<file path="config.mk">
export PLATFORM = sky130hd
export DESIGN_NAME = c8core_ctrl
export DESIGN_NICKNAME = d
export VERILOG_FILES = /design/src/rtl/c8core_pkg.sv /design/src/rtl/c8core_ctrl.sv
export SDC_FILE = /design/constraint.sdc
export NUM_CORES = 1
export LEC_CHECK = 0
export BUFFER_PORTS_ARGS = -buffer_cell sky130_fd_sc_hd__buf_2
export CAP_MARGIN = 10
export CELL_PAD_IN_SITES_DETAIL_PLACEMENT = 0
export CELL_PAD_IN_SITES_GLOBAL_PLACEMENT = 1
export CORE_UTILIZATION = 32
export CTS_BUF_LIST = sky130_fd_sc_hd__clkbuf_4 sky130_fd_sc_hd__clkbuf_8
export DETAILED_ROUTE_END_ITERATION = 12
export PLACE_DENSITY = 0.78
export SYNTH_ARGS = -nofsm -noshare
export SYNTH_HDL_FRONTEND = slang
export SYNTH_SLANG_ARGS = --single-unit
</file>
<file path="constraint.sdc">
create_clock -name clk -period 1.56 [get_ports clk]
set_input_delay 0.234 -clock clk [delete_from_list [all_inputs] [get_ports clk]]
set_output_delay 0.234 -clock clk [all_outputs]
set_load 0.01 [all_outputs]
</file>
<file path="src/rtl/c8core_pkg.sv">
// c8core_pkg: shared types and constants for the CHIP-8 core.
// Used by the controller, the datapath and the top level.
`timescale 1ns / 1ps
package c8core_pkg;

  localparam int MEM_BYTES_DEF     = 4096;
  localparam int SCREEN_WIDTH_DEF  = 64;
  localparam int SCREEN_HEIGHT_DEF = 32;
  localparam int STACK_DEPTH_DEF   = 16;
  localparam int KEY_TOTAL_DEF     = 16;

  localparam logic [11:0] FONT_BASE_RST = 12'd80;
  localparam logic [7:0]  SEED_RST      = 8'd1;
  localparam logic [11:0] PC_RST        = 12'd512;
  localparam logic [7:0]  LFSR_TAPS     = 8'hB8;

  localparam logic [1:0] CMD_WRITE = 2'd0;
  localparam logic [1:0] CMD_EXEC  = 2'd1;
  localparam logic [1:0] CMD_READ  = 2'd2;

  localparam logic [0:0] REG_FONT_BASE = 1'd0;
  localparam logic [0:0] REG_SEED      = 1'd1;

  localparam logic [11:0] OP_CLS = 12'h0E0;
  localparam logic [11:0] OP_RET = 12'h0EE;
  localparam logic [7:0] FX_GET_DELAY = 8'h07;
  localparam logic [7:0] FX_KEY_WAIT  = 8'h0A;
  localparam logic [7:0] FX_SET_DELAY = 8'h15;
  localparam logic [7:0] FX_SET_SOUND = 8'h18;
  localparam logic [7:0] FX_ADD_I     = 8'h1E;
  localparam logic [7:0] FX_FONT      = 8'h29;
  localparam logic [7:0] FX_BCD       = 8'h33;
  localparam logic [7:0] FX_STORE     = 8'h55;
  localparam logic [7:0] FX_LOAD      = 8'h65;
  localparam logic [7:0] EX_SKIP_DOWN = 8'h9E;
  localparam logic [7:0] EX_SKIP_UP   = 8'hA1;
  localparam logic [7:0] VF_FLAG_BIT  = 8'h80;

  typedef enum logic [3:0] {
    ST_IDLE, ST_FETCH_HI, ST_FETCH_LO, ST_DECODE, ST_DISPATCH, ST_MEM_RD, ST_MEM_USE,
    ST_DRAW_WR, ST_CLEAR, ST_MEM_WR, ST_DONE
  } state_t;

  typedef enum logic [2:0] {
    MOP_NONE, MOP_DRAW, MOP_LOAD, MOP_STORE, MOP_BCD, MOP_CLEAR
  } mop_t;

  // controller to datapath
  typedef struct packed {
    logic fetch_hi;
    logic fetch_lo;
    logic decode;
    logic mem_rd;
    logic mem_use;
    logic draw_wr;
    logic clear_step;
    logic mem_wr;
    logic finish;
  } ctl_cmd_t;

  // datapath to controller
  typedef struct packed {
    mop_t mop;
    logic last;
  } dp_status_t;

endpackage

</file>
<file path="src/rtl/c8core_ctrl.sv">
// c8core_ctrl: sequencer for fetch, decode and multi-beat memory walks.
// Depends on c8core_pkg.
`timescale 1ns / 1ps
module c8core_ctrl import c8core_pkg::*; (
  input  logic       clk,
  input  logic       rst,
  input  logic       go_exec,
  input  logic       go_simple,
  input  dp_status_t status,
  output ctl_cmd_t   cmd,
  output logic       busy
);

  state_t state, state_next;

  always_ff @(posedge clk) begin
    if (rst) state <= ST_IDLE;
    else state <= state_next;
  end

  always_comb begin
    state_next = state;
    unique case (state)
      ST_IDLE: begin
        if (go_exec) state_next = ST_FETCH_HI;
        else if (go_simple) state_next = ST_DONE;
      end
      ST_FETCH_HI: state_next = ST_FETCH_LO;
      ST_FETCH_LO: state_next = ST_DECODE;
      ST_DECODE: state_next = ST_DISPATCH;
      // memory op class is registered at the end of decode
      ST_DISPATCH: begin
        unique case (status.mop)
          MOP_NONE:  state_next = ST_DONE;
          MOP_CLEAR: state_next = ST_CLEAR;
          MOP_BCD, MOP_STORE: state_next = ST_MEM_WR;
          default:   state_next = ST_MEM_RD;
        endcase
      end
      ST_MEM_RD: state_next = ST_MEM_USE;
      ST_MEM_USE: state_next = (status.mop == MOP_DRAW) ? ST_DRAW_WR
                               : (status.last ? ST_DONE : ST_MEM_RD);
      ST_DRAW_WR: state_next = status.last ? ST_DONE : ST_MEM_RD;
      ST_CLEAR: state_next = status.last ? ST_DONE : ST_CLEAR;
      ST_MEM_WR: state_next = status.last ? ST_DONE : ST_MEM_WR;
      ST_DONE: state_next = ST_IDLE;
      default: state_next = ST_IDLE;
    endcase
  end

  always_comb begin
    cmd = '0;
    busy = (state != ST_IDLE);
    unique case (state)
      ST_FETCH_HI: cmd.fetch_hi = 1'b1;
      ST_FETCH_LO: cmd.fetch_lo = 1'b1;
      ST_DECODE:   cmd.decode = 1'b1;
      ST_MEM_RD:   cmd.mem_rd = 1'b1;
      ST_MEM_USE:  cmd.mem_use = 1'b1;
      ST_DRAW_WR:  cmd.draw_wr = 1'b1;
      ST_CLEAR:    cmd.clear_step = 1'b1;
      ST_MEM_WR:   cmd.mem_wr = 1'b1;
      ST_DONE:     cmd.finish = 1'b1;
      default: ;
    endcase
  end

endmodule

</file>
Yosys cells after proc, flatten, opt, wreduce, memory -nomap -nowiden --
Cells that the tools add are included.
Storage, ports and cells: register bits 4, input bits 8, output and inout port bits 10
Operators by class: equal/unequal tests 15, multiplexer cells 17, reduce and logical (&&, ||, !) cells 4
Operators with widths (count):
- case mux 4 bit (10 select lines) | 1
- == test 4 x 3 -> 1 bit (second input constant) | 4
- two-way mux 4 bit | 4
- == test 4 bit (second input constant) | 3
- case mux 4 bit (3 select lines) | 1
- two-way mux 1 bit | 9
- == test 4 x 2 -> 1 bit (second input constant) | 2
- == test 3 bit (second input constant) | 2
- == test 4 x 1 -> 1 bit (second input constant) | 1
- logical NOT 4 bit | 1
- two-way mux 2 bit | 2
- nonzero test 4 bit | 1
- == test 3 x 1 -> 1 bit (second input constant) | 1
- == test 3 x 2 -> 1 bit (second input constant) | 1
- logical NOT 3 bit | 1
- != test 3 bit (second input constant) | 1
- OR reduction 2 bit | 1

Longest topological paths before layout --
depth after elaboration 4, mapped depth 5

Worst setup path after synthesis --
OpenSTA, ideal clock, no wires.
path type register to register, start register state[1], end register state[1], setup time 0.120 ns, data arrival time 1.076 ns, required time 1.440 ns, path slack 0.364 ns, cell stages (with the launch flop) 5, path buffers 1, clock period less this slack 1.196 ns, cell sequence dfxtp_1 -> buf_4 -> nor2_1 -> a32o_1 -> o31a_1
Between the ends: longest elaborated chain between the ends 2, elaborated cells on any way between the ends 12, those cells by class 10 x eq/ne; 1 x mux; 1 x reduce/logical
RTL lines:
- start, declared | line c8core_ctrl.sv:14 | state_t state, state_next;
- start signal, assigned | line c8core_ctrl.sv:18 | else state <= state_next;
- == test 4 bit, or another cell as far along | line c8core_ctrl.sv:23 | unique case (state)
- case mux 4 bit (10 select lines) or != test 3 bit (tied branches)
Parallel ways exist; a longest one is shown, timed or not. A chain may end at the register's enable or synchronous reset.

==> flow_results.xml <==
<?xml version="1.0" encoding="UTF-8"?>
<metrics>
  <group name="clocking">
    <metric name="clock_path_buffers" unit="">2</metric>
    <metric name="tritoncts_num_sinks" unit="">4</metric>
    <metric name="cts-buffers-inserted" unit="">3</metric>
    <metric name="clk_pin_slew_worst_paths" unit="ns">0.04</metric>
    <metric name="cts-root-buf" unit="">sky130_fd_sc_hd__clkbuf_4</metric>
    <metric name="cts.hold.buffers_added" unit="">0</metric>
    <metric name="tritoncts" unit="">built</metric>
    <metric name="clkLatencyLatePin" unit="ns">0.24</metric>
    <metric name="ctsHtreeMaxLevel" unit="">1</metric>
  </group>
  <group name="flow_run">
    <metric name="max-cap-violations" unit="">0</metric>
  </group>
  <group name="final_layout">
    <metric name="multi_input_area" unit="sq um">318</metric>
    <metric name="mostFrequentLayoutCell" unit="">sky130_fd_sc_hd__buf_2</metric>
    <metric name="biggestRegsByFlops" unit="">state: 4 flops</metric>
    <metric name="registers.top_by_ff_count" unit="">state</metric>
    <metric name="final.fill_count" unit="">132</metric>
    <metric name="antenna_cells_inserted" unit="">0</metric>
    <metric name="num-nets-final" unit="">88</metric>
    <metric name="area_growth_syn_to_layout" unit="%">27.6</metric>
    <metric name="final_layout_size_suffix_gt1_share" unit="%">33.3</metric>
    <metric name="largest_reg_flops" unit="">4</metric>
    <metric name="seqCellArea" unit="sq um">83.8</metric>
    <metric name="layout.cells.most_common_list" unit="">17 x sky130_fd_sc_hd__buf_2, 10 x sky130_fd_sc_hd__nor2_1, 5 x sky130_fd_sc_hd__nand2_1</metric>
    <metric name="fin_cells" unit="">92</metric>
  </group>
  <group name="worst_setup_path">
    <metric name="cp_data_required_time" unit="ns">1.33</metric>
    <metric name="worst_path_max_fanout" unit="">14</metric>
    <metric name="worstSetupEndpointType" unit="">output port</metric>
    <metric name="cp_data_arrival_time" unit="ns">1.25</metric>
    <metric name="cp-start-kind" unit="">flip-flop</metric>
    <metric name="worstSetupPathType" unit="">reg -&gt; out</metric>
  </group>
  <group name="floorplan">
    <metric name="fp.coreArea" unit="sq um">1170</metric>
    <metric name="rows" unit="">12</metric>
    <metric name="floorplan.initialDensity" unit="%">36.0</metric>
    <metric name="floorplan.die.height" unit="um">38.3</metric>
    <metric name="floorplan.die.width" unit="um">38.3</metric>
    <metric name="ios" unit="">18</metric>
    <metric name="area_enclosed_by_the_die_boundary" unit="sq um">1470</metric>
  </group>
  <group name="synthesis">
    <metric name="ys_top_cells_by_area" unit="">sky130_fd_sc_hd__dfxtp_1 19%, sky130_fd_sc_hd__nor2_1 8.9%, sky130_fd_sc_hd__nand2b_1 5.9%</metric>
    <metric name="synth-seq-cells" unit="">4</metric>
    <metric name="synthArstFlopShare" unit="%">0</metric>
    <metric name="synthDistinctLibCells" unit="">33</metric>
    <metric name="post_synth.cell_area_avg" unit="sq um">6.91</metric>
    <metric name="syn_area" unit="sq um">422</metric>
    <metric name="synth_enable_flop_cells" unit="">0</metric>
    <metric name="synth.net_count" unit="">69</metric>
    <metric name="synth_top_area_share" unit="%">19.0</metric>
    <metric name="synth-seq-area-share" unit="%">19.0</metric>
    <metric name="synth_largest_area_cell" unit="">sky130_fd_sc_hd__dfxtp_1</metric>
    <metric name="synthesis.yosys.warnings" unit="">0</metric>
    <metric name="postSynthCellCount" unit="">61</metric>
    <metric name="synth-main-ff-cell" unit="">sky130_fd_sc_hd__dfxtp_1</metric>
  </group>
  <group name="grt">
    <metric name="antenna_found_initial" unit="">0</metric>
    <metric name="grt_first_pass_wirelength" unit="um">1880</metric>
    <metric name="grt_usage" unit="%">18.5</metric>
    <metric name="maximum_number_of_pins_on_one_net_before_global_route_repair" unit="">17</metric>
    <metric name="gr-total-overflow" unit="">0</metric>
    <metric name="first_global_vias" unit="">409</metric>
  </group>
  <group name="sta">
    <metric name="slew_violations" unit="">0</metric>
    <metric name="setup_viol_count_final" unit="">0</metric>
    <metric name="totalNegativeSetupSlack" unit="ns">0</metric>
    <metric name="rsz0062_at_grt" unit="">no</metric>
    <metric name="max_slew_margin" unit="%">71.6</metric>
    <metric name="finalWorstPathRequiredPeriod" unit="ns">1.49</metric>
    <metric name="timing.clock.skew" unit="ns">0.00292</metric>
    <metric name="timing_worst_slew_pin_value" unit="ns">0.425</metric>
    <metric name="final.period_utilization" unit="%">95.3</metric>
    <metric name="max_freq" unit="MHz">672</metric>
    <metric name="timing.final.hold_violations" unit="">0</metric>
  </group>
  <group name="power">
    <metric name="p_leak" unit="uW">0.000241</metric>
    <metric name="power.total" unit="uW">654</metric>
    <metric name="power.density_cell_area" unit="nW/um^2">1220</metric>
    <metric name="vdd.ir_drop.worst" unit="uV">480</metric>
  </group>
  <group name="route">
    <metric name="avgViaCountPerCell" unit="">5.40</metric>
    <metric name="detailroute.wirelength.met2" unit="um">548</metric>
    <metric name="route.vias.total" unit="">497</metric>
    <metric name="dr_wl_met3" unit="um">59</metric>
    <metric name="first_pass_iters" unit="">4</metric>
    <metric name="wl_met1" unit="um">532</metric>
    <metric name="post_route_wl" unit="um">1160</metric>
    <metric name="wl_per_cell" unit="um">12.6</metric>
    <metric name="final_ant_viol_nets" unit="">0</metric>
    <metric name="drt_iter0_markers" unit="">9</metric>
    <metric name="top_layer" unit="">met4</metric>
    <metric name="drt_drc_violations_left" unit="">0</metric>
  </group>
  <group name="placement">
    <metric name="place.gp.congestion" unit="">0.766</metric>
    <metric name="place.port_buffers" unit="">17</metric>
    <metric name="place_inst" unit="">89</metric>
    <metric name="place_hpwl" unit="um">814</metric>
  </group>
  <group name="run_status">
    <metric name="outcome" unit="">complete, no violations</metric>
  </group>
  <group name="min_path">
    <metric name="min-delay-path-class" unit="">in -&gt; reg</metric>
  </group>
</metrics>
layer usage:
layer  track usage [%]  up-vias
li1                  -      259
met1              26.3      219
met2              26.7       16
met3              3.49        3
met4              8.04        0
met5                 0        -
metrics by stage:
| stage | hold WS, ns | setup slack (ns) | area [sq um] | utilization [%] |
|---|---|---|---|---|
| floorplan | 0.341 | 0.364 | 422 | - |
| global placement | 0.497 | 0.0899 | 507 | 43.3 |
| detailed placement | 0.498 | 0.0919 | 507 | 43.3 |
| CTS | 0.238 | 0.0638 | 532 | 45.4 |
| global route | 0.250 | 0.0136 | 538 | 45.9 |
| finish | 0.248 | 0.0727 | 538 | 45.9 |
where the power goes:
part	switching [uW]	leakage, uW	internal [uW]
Clock	52.9	0.0000138	86.8
Combinational	158	0.000193	144
Sequential	81.8	0.0000340	131
Total	293	0.000241	361
critical path, cell delays in order (launching register included):
cell,delay (ns)
sky130_fd_sc_hd__dfxtp_1,0.57
sky130_fd_sc_hd__nand3b_1,0.24
sky130_fd_sc_hd__nor2_1,0.05
sky130_fd_sc_hd__buf_2,0.14
Yosys cell counts (all sizes together), types with 2 or more instances:
cell type  instances
buf                4
o21a               3
a21oi              2
nand2b             4
nor2              11
a211oi             2
nand2              5
nor3               2
dfxtp              4
o21ai              2
and3               2
repair_timing:
| action | in CTS | in global routing |
|---|---|---|
| endpoints found under the setup margin | 3 | 2 |
| endpoints found under the hold margin | 0 | 0 |
| gates resized for setup | 2 | 2 |
| buffers inserted | 0 | 0 |
cell families after synthesis:
| family | Yosys count | synth area share (%) |
|---|---|---|
| AOI/OAI and AO/OA | 18 | 30.6 |
| xor gates and xnor gates | 2 | 4.16 |
| DFF | 4 | 19.0 |
| and+or+nand+nor | 32 | 39.5 |
| buffers and inverters | 5 | 6.82 |
worst paths after layout:
path	start	to	slack (ns)	cells past startpoint
max reg2reg	state[3]	state[0]	0.17	4
min	rst	state[0]	0.25	2
min reg2reg	state[1]	state[2]	0.65	1
max	state[3]	cmd[4]	0.07	3
final cells by class:
class                      count  share of cell area, %
timing repair buffer          18                   17.2
sequential                     4                   15.6
multi-input combinational     52                   59.1
clock buffer                   3                   4.19
inverter                       1                  0.698
tap                           14                   3.26
Power figures use the tool's default switching activity.
